File: src/design/skt_pkg.sv
package skt_pkg;

    // Request codes carried in the slave-side tuser
    localparam logic [1:0] REQ_LOOKUP = 2'd0;
    localparam logic [1:0] REQ_INSERT = 2'd1;
    localparam logic [1:0] REQ_DELETE = 2'd2;

    // Result status codes carried in the master-side tuser
    localparam logic [1:0] ST_OK   = 2'd0;
    localparam logic [1:0] ST_MISS = 2'd1;
    localparam logic [1:0] ST_FULL = 2'd2;

    // Field widths fixed by the stream format
    localparam int REQ_W   = 2;
    localparam int KEY_W   = 32;
    localparam int STAT_W  = 2;
    localparam int POS_W   = 4;
    localparam int COUNT_W = 5;
    localparam int IN_DATA_W  = 32;
    localparam int OUT_DATA_W = 16;

    // Commands from the controller to the datapath
    typedef struct packed {
        logic load;     // capture an accepted request
        logic compare;  // evaluate every cell against the request key
        logic commit;   // apply the update and load the result register
    } t_cmd;

endpackage

File: src/design/skt_ctrl.sv
module skt_ctrl
    import skt_pkg::*;
(
    input  logic i_clk,
    input  logic i_rst_n,
    input  logic i_s_tvalid,
    output logic o_s_tready,
    output logic o_m_tvalid,
    input  logic i_m_tready,
    output t_cmd o_cmd
);

    typedef enum logic [1:0] {
        S_IDLE,
        S_CMP,
        S_UPD
    } t_state;

    t_state r_state;
    t_state n_state;
    logic   r_out_valid;
    logic   n_out_valid;
    logic   w_commit;

    // Commit only when the result register is free or being drained
    assign w_commit = (r_state == S_UPD) && (!r_out_valid || i_m_tready);

    assign o_s_tready    = (r_state == S_IDLE);
    assign o_m_tvalid    = r_out_valid;
    assign o_cmd.load    = (r_state == S_IDLE) && i_s_tvalid;
    assign o_cmd.compare = (r_state == S_CMP);
    assign o_cmd.commit  = w_commit;

    // Sequence one request through compare and update
    always_comb begin
        n_state     = r_state;
        n_out_valid = r_out_valid;
        if (r_out_valid && i_m_tready) begin
            n_out_valid = 1'b0;
        end
        case (r_state)
            S_IDLE: begin
                if (i_s_tvalid) begin
                    n_state = S_CMP;
                end
            end
            S_CMP: begin
                n_state = S_UPD;
            end
            S_UPD: begin
                if (w_commit) begin
                    n_out_valid = 1'b1;
                    n_state     = S_IDLE;
                end
            end
            default: begin
                n_state = S_IDLE;
            end
        endcase
    end

    // Hold state and the result-valid flag
    always_ff @(posedge i_clk) begin
        if (!i_rst_n) begin
            r_state     <= S_IDLE;
            r_out_valid <= 1'b0;
        end else begin
            r_state     <= n_state;
            r_out_valid <= n_out_valid;
        end
    end

endmodule

File: src/design/skt_datapath.sv
module skt_datapath
    import skt_pkg::*;
#(
    parameter int ENTRIES  = 16,
    parameter int KEY_BITS = 32
) (
    input  logic               i_clk,
    input  logic               i_rst_n,
    input  t_cmd               i_cmd,
    input  logic [REQ_W-1:0]   i_req_type,
    input  logic [KEY_W-1:0]   i_key,
    output logic [STAT_W-1:0]  o_status,
    output logic [POS_W-1:0]   o_position,
    output logic [COUNT_W-1:0] o_entry_count
);

    localparam int CW = $clog2(ENTRIES + 1);

    logic [KEY_BITS-1:0] r_cell [ENTRIES];
    logic [KEY_BITS-1:0] n_cell [ENTRIES];
    logic [CW-1:0]       r_count;
    logic [CW-1:0]       n_count;
    logic [REQ_W-1:0]    r_req;
    logic [KEY_BITS-1:0] r_key;
    logic [ENTRIES-1:0]  r_lt;
    logic [ENTRIES-1:0]  r_le;
    logic                r_hit;
    logic [ENTRIES-1:0]  w_valid;
    logic [ENTRIES-1:0]  w_eq;
    logic [ENTRIES-1:0]  w_le_prev;
    logic [ENTRIES:0]    w_lt_ext;
    logic [ENTRIES:0]    w_le_ext;
    logic [CW-1:0]       w_pos_lt;
    logic [CW-1:0]       w_pos_le;
    logic [STAT_W-1:0]   n_status;
    logic [CW-1:0]       n_pos;
    logic [STAT_W-1:0]   r_status;
    logic [CW-1:0]       r_pos;
    logic                w_full;

    // Mark the occupied prefix of the table
    always_comb begin
        for (int i = 0; i < ENTRIES; i++) begin
            w_valid[i] = (CW'(i) < r_count);
        end
    end

    // Equality of every cell with the request key, used for the hit flag
    always_comb begin
        for (int i = 0; i < ENTRIES; i++) begin
            w_eq[i] = (r_cell[i] == r_key);
        end
    end

    // Capture the request and compare every cell in parallel
    always_ff @(posedge i_clk) begin
        if (i_cmd.load) begin
            r_req <= i_req_type;
            r_key <= KEY_BITS'(i_key);
        end
        if (i_cmd.compare) begin
            for (int i = 0; i < ENTRIES; i++) begin
                r_lt[i] <= w_valid[i] && (r_cell[i] < r_key);
                r_le[i] <= w_valid[i] && (r_cell[i] <= r_key);
            end
            r_hit <= |(w_valid & w_eq);
        end
    end

    // Turn the thermometer flags into an index: the count of ones
    assign w_lt_ext  = {1'b0, r_lt};
    assign w_le_ext  = {1'b0, r_le};
    assign w_le_prev = {r_le[ENTRIES-2:0], 1'b1};

    always_comb begin
        w_pos_lt = '0;
        w_pos_le = '0;
        for (int i = 0; i < ENTRIES; i++) begin
            if (w_lt_ext[i] && !w_lt_ext[i+1]) begin
                w_pos_lt = w_pos_lt | CW'(i + 1);
            end
            if (w_le_ext[i] && !w_le_ext[i+1]) begin
                w_pos_le = w_pos_le | CW'(i + 1);
            end
        end
    end

    assign w_full = (r_count == CW'(ENTRIES));

    // Shift cells and work out the result
    always_comb begin
        for (int i = 0; i < ENTRIES; i++) begin
            n_cell[i] = r_cell[i];
        end
        n_count  = r_count;
        n_status = ST_MISS;
        n_pos    = '0;
        case (r_req)
            REQ_LOOKUP: begin
                if (r_hit) begin
                    n_status = ST_OK;
                    n_pos    = w_pos_lt;
                end
            end
            REQ_INSERT: begin
                if (w_full) begin
                    n_status = ST_FULL;
                end else begin
                    for (int i = 0; i < ENTRIES; i++) begin
                        if (!r_le[i]) begin
                            if (w_le_prev[i]) begin
                                n_cell[i] = r_key;
                            end else begin
                                n_cell[i] = r_cell[(i + ENTRIES - 1) % ENTRIES];
                            end
                        end
                    end
                    n_count  = r_count + 1'b1;
                    n_status = ST_OK;
                    n_pos    = w_pos_le;
                end
            end
            REQ_DELETE: begin
                if (r_hit) begin
                    for (int i = 0; i < ENTRIES - 1; i++) begin
                        if (!r_lt[i]) begin
                            n_cell[i] = r_cell[i+1];
                        end
                    end
                    n_count  = r_count - 1'b1;
                    n_status = ST_OK;
                    n_pos    = w_pos_lt;
                end
            end
            default: begin
                n_status = ST_MISS;
            end
        endcase
    end

    // Hold the table contents and the result payload
    always_ff @(posedge i_clk) begin
        if (i_cmd.commit) begin
            for (int i = 0; i < ENTRIES; i++) begin
                r_cell[i] <= n_cell[i];
            end
            r_status <= n_status;
            r_pos    <= n_pos;
        end
    end

    // Hold the fill count
    always_ff @(posedge i_clk) begin
        if (!i_rst_n) begin
            r_count <= '0;
        end else if (i_cmd.commit) begin
            r_count <= n_count;
        end
    end

    assign o_status      = r_status;
    assign o_position    = POS_W'(r_pos);
    assign o_entry_count = COUNT_W'(r_count);

endmodule

File: src/design/sorted_key_table.sv
// Sorted key table: holds up to ENTRIES unsigned keys in ascending order with a fill count.
// Each request on the slave stream looks up, inserts (after equal keys) or deletes (first
// match) one key and yields exactly one result carrying a status, the index involved and the
// count after the request. The result is registered and offered once the update commits,
// and a new request is taken only after the last one is through: the idle state in which it
// is captured, one in which every cell compares itself with the key in parallel, and one in
// which the cells shift against their neighbors and the result register loads. The result
// register frees the input while a result waits; a result not yet taken holds the update of
// the next request. Table contents are undefined after reset; only the count is cleared.
module sorted_key_table
    import skt_pkg::*;
#(
    parameter int ENTRIES  = 16,
    parameter int KEY_BITS = 32
) (
    input  logic                  i_clk,
    input  logic                  i_rst_n,
    input  logic                  i_s_tvalid,
    output logic                  o_s_tready,
    input  logic [IN_DATA_W-1:0]  i_s_tdata,   // [31:0] key
    input  logic [REQ_W-1:0]      i_s_tuser,   // [1:0] req_type
    output logic                  o_m_tvalid,
    input  logic                  i_m_tready,
    output logic [OUT_DATA_W-1:0] o_m_tdata,   // [3:0] position, [8:4] entry_count
    output logic [STAT_W-1:0]     o_m_tuser    // [1:0] status
);

    t_cmd               w_cmd;
    logic [POS_W-1:0]   w_position;
    logic [COUNT_W-1:0] w_entry_count;

    skt_ctrl u_ctrl (
        .i_clk      (i_clk),
        .i_rst_n    (i_rst_n),
        .i_s_tvalid (i_s_tvalid),
        .o_s_tready (o_s_tready),
        .o_m_tvalid (o_m_tvalid),
        .i_m_tready (i_m_tready),
        .o_cmd      (w_cmd)
    );

    skt_datapath #(
        .ENTRIES  (ENTRIES),
        .KEY_BITS (KEY_BITS)
    ) u_datapath (
        .i_clk         (i_clk),
        .i_rst_n       (i_rst_n),
        .i_cmd         (w_cmd),
        .i_req_type    (i_s_tuser),
        .i_key         (i_s_tdata),
        .o_status      (o_m_tuser),
        .o_position    (w_position),
        .o_entry_count (w_entry_count)
    );

    // Pack the result fields, padded to whole bytes
    assign o_m_tdata = {{(OUT_DATA_W - POS_W - COUNT_W){1'b0}}, w_entry_count, w_position};

endmodule

File: config.mk
export PLATFORM = sky130hd
export DESIGN_NAME = sorted_key_table
export DESIGN_NICKNAME = d
export VERILOG_FILES = /design/src/design/skt_pkg.sv /design/src/design/skt_ctrl.sv /design/src/design/skt_datapath.sv /design/src/design/sorted_key_table.sv
export SDC_FILE = /design/constraint.sdc
export NUM_CORES = 2
export LEC_CHECK = 0
export ABC_AREA = 1
export BUFFER_PORTS_ARGS = -buffer_cell sky130_fd_sc_hd__buf_4
export CAP_MARGIN = 10
export CORE_ASPECT_RATIO = 1.5
export CORE_UTILIZATION = 30
export CTS_BUF_LIST = sky130_fd_sc_hd__clkbuf_8 sky130_fd_sc_hd__clkbuf_16
export DETAILED_ROUTE_END_ITERATION = 12
export PLACE_DENSITY_LB_ADDON = 0.05
export SETUP_SLACK_MARGIN = 0.3
export SYNTH_ARGS = -nofsm -noshare
export SYNTH_HDL_FRONTEND = slang
export SYNTH_SLANG_ARGS = --single-unit
File: constraint.sdc
create_clock -name i_clk -period 7.1 [get_ports i_clk]
set_input_delay 1.065 -clock i_clk [delete_from_list [all_inputs] [get_ports i_clk]]
set_output_delay 1.065 -clock i_clk [all_outputs]
set_load 0.005 [all_outputs]
==> summary.md <==
| Metric | Value |
|---|---|
| Crit share post-route | 0.523 |
| Worst-Margin Slew | 1.20 ns |
| Final setup violation count | 0 |
| Largest net degree at the start of global routing | 161 |
| Post-synthesis register bit count | 593 |
| Clk_lat worst skew | 0.66 ns |
| Clk buf depth | 3 |
| Filler cells | 14,381 |
| Top cell type's share of synthesized area | 0.421 |
| GPL Wtd Cong | 0.762 |
| H-tree levels | 3 |
| Register area | 0.0177 mm^2 |
| Starting Density | 0.302 |
| Clock skew | 0.0174 ns |
| Antenna-violating nets left | 0 |
| Fin crit period | 3.71 ns |
| Layout cells sized above 1 | 0.114 |
| Setup TNS | 0 ns |
| Cell Rows | 167 |
| Top_reg_cell synth | edfxtp_1 |
| First-pass GRT wire length | 199 mm |
| Synthesized area | 0.0417 mm^2 |
| Reg-to-reg slack, setup | 3.39 ns |
| DR WL/cell | 19.9 um |
| Max-cap violation count | 0 |
| Cts bufs inserted | 75 |
| Lkg Pwr | 18.2 nW |
| Placed standard-cell area | 0.0437 mm^2 |
| Initial DRC Count | 1,716 |
| CTS root buffer | clkbuf_16 |
| Placeable Area | 0.138 mm^2 |
| Mapped Avg Cell Area | 8.81 um^2 |
| Max VDD drop | 0.166 mV |
| Yosys warns | 0 |
| Vias in the first global route | 32,000 |
| Count leader, synth | nand2_1 |
| WL final | 131 mm |
| Total number of vias | 31,457 |
| Post-synthesis sequential area ratio | 0.425 |
| Final Max Slew Viols | 0 |
| Area occupied by multi-input gates | 0.0218 mm^2 |
| RSZ-0062 raised after global routing | false |
| Vias/cell | 4.77 |
| PwrDens | 195 mW/mm^2 |
| Cells after Synth | 4,736 |
| Design area | 0.0460 mm^2 |
| Postcts setup bufs | 0 |
| Reg clk slew, reported paths | 0.06 ns |
| CP Class | register to register |
| Worst Path Required | 7.59 ns |
| Synth top cells by count | 1,429 x nand2_1, 711 x o21ai_0, 585 x edfxtp_1 |
| Post-synth ARST share | 0 |
| Area grow syn2layout | 10.3% |
| Worst slack at placement | 3.02 ns |
| Synth cell types | 46 |
| Min-Delay Path Class | register to register |
| Initial antenna violation count | 4 |
| Outcome | finished clean |
| Fmax achieved | 269 MHz |
| Area leader, netlist | edfxtp_1 |
| Overflow after GRT | 0 |
| CP max FO | 79 |
| Final HPWL DP | 94.9 mm |
| Worst EP arrival | 4.20 ns |
| PortBufs | 50 |
| Gr usage total | 0.187 |
| # hold bufs at CTS | 0 |
| IO Pins | 58 |
| Final Hold Fails | 0 |
| Synth top area cells | edfxtp_1 42%, ha_1 16%, nand2_1 13%, o21ai_0 8.5%, o21ai_2 6.1% |
| Die Y | 459 um |
| Die area | 0.141 mm^2 |
| CTS tree | yes |
| Post_cts resized | 0 |
| Worst slew margin | 0.191 |
| Crit. End Element | register |
| Nets | 5,243 |
| EDFF count, synth | 585 |
| Final WS setup | 3.39 ns |
| Startpoint Class | register |
| DR pass1 iterations | 5 |
| # DRC | 0 |
| Clock tree sinks | 593 |
| Die width | 306 um |
[where the power goes]
part	leakage [nW]	internal, W	switching [W]
sequential	5.38	0.00396	0.0000656
combinational	11.6	0.000411	0.000818
clock	1.23	0.00212	0.00161
[kinds of logic after synthesis]
| logic type | share of synthesized area |
|---|---|
| simple gates | 0.164 |
| compound gates | 0.195 |
| flops | 0.425 |
| fa+ha+maj | 0.156 |
| buf+inv | 0.0595 |
| xor+xnor | 0.000630 |
| other cells | 0.0000899 |
[per-layer routing]
layer,global-route usage,vias up,share of wire
li1,-,16451,-
met1,0.219,14561,0.42
met2,0.357,320,0.54
met3,0.0184,125,0.022
met4,0.0491,0,0.021
met5,0,-,0
[per-stage QoR]
step                      hold slack, ns  power (W)  instances   util
after floorplan                    0.445    0.00500       4742      -
after global placement             0.487    0.00533       6467  0.317
after detailed placement           0.499    0.00535       6467  0.317
after CTS                          0.509    0.00919       6599  0.333
after global routing               0.538    0.00945       6600  0.333
final                              0.503    0.00899       6600  0.333
[critical path, stage by stage, from the launching register on]
cell and delay (ns):
edfxtp_1 0.45, inv_1 0.16, ha_4 0.73, buf_4 0.94, buf_4 0.86, nand2_1 0.15
o21ai_2 0.10
[registers in the layout, summed over array words and instances (netlist names)]
name / cells
u_datapath.o_status: 2
u_datapath.o_entry_count: 5
u_ctrl.r_state: 2
u_datapath.r_cell: 512
u_datapath.r_req: 2
u_datapath.r_pos: 4
u_datapath.r_lt: 16
u_datapath.r_hit: 1
u_datapath.r_le: 16
u_datapath.r_key: 32
u_ctrl.o_m_tvalid: 1
[placed cells by master (no fill, tap or decap), types with 4 or more instances in the layout]
master | netlist | final
nand2_1 | 1429 | 1429
o21a_1 | 9 | 9
nor2_1 | 210 | 209
a21o_1 | 9 | 9
a221oi_4 | 0 | 14
nand3b_1 | 4 | 4
inv_1 | 230 | 251
nand4_1 | 31 | 31
ha_1 | 520 | 518
inv_2 | 4 | 5
clkinv_2 | 0 | 6
o22ai_1 | 46 | 46
o21ai_0 | 711 | 711
o21ai_2 | 291 | 291
nand3_1 | 43 | 43
conb_1 | 1 | 7
buf_4 | 10 | 121
clkinv_1 | 0 | 19
a21oi_1 | 263 | 263
edfxtp_1 | 585 | 585
clkbuf_16 | 0 | 81
nor3_1 | 24 | 22
o21ai_1 | 10 | 10
dfxtp_1 | 8 | 8
[cell type report]
class                      instances  share of cell area
sequential                       593               0.385
clock buffer                      83              0.0446
antenna                            1           0.0000544
inverter                         234              0.0191
timing repair buffer             124              0.0210
clock inverter                    49             0.00530
multi-input combinational       3657               0.474
tap                             1859              0.0505
[path summary, 6_finish.rpt]
| kind | cells after the start | to | from |
|---|---|---|---|
| worst min-delay path | 1 | u_ctrl.r_state[0] | u_ctrl.r_state[0] |
| worst min register to register | 1 | u_ctrl.r_state[0] | u_ctrl.r_state[0] |
| worst max-delay path | 6 | u_datapath.r_cell[0][204] | u_datapath.r_req[0] |
| worst max register to register | 6 | u_datapath.r_cell[0][204] | u_datapath.r_req[0] |
No activity file was read; power rests on OpenSTA's default activity.
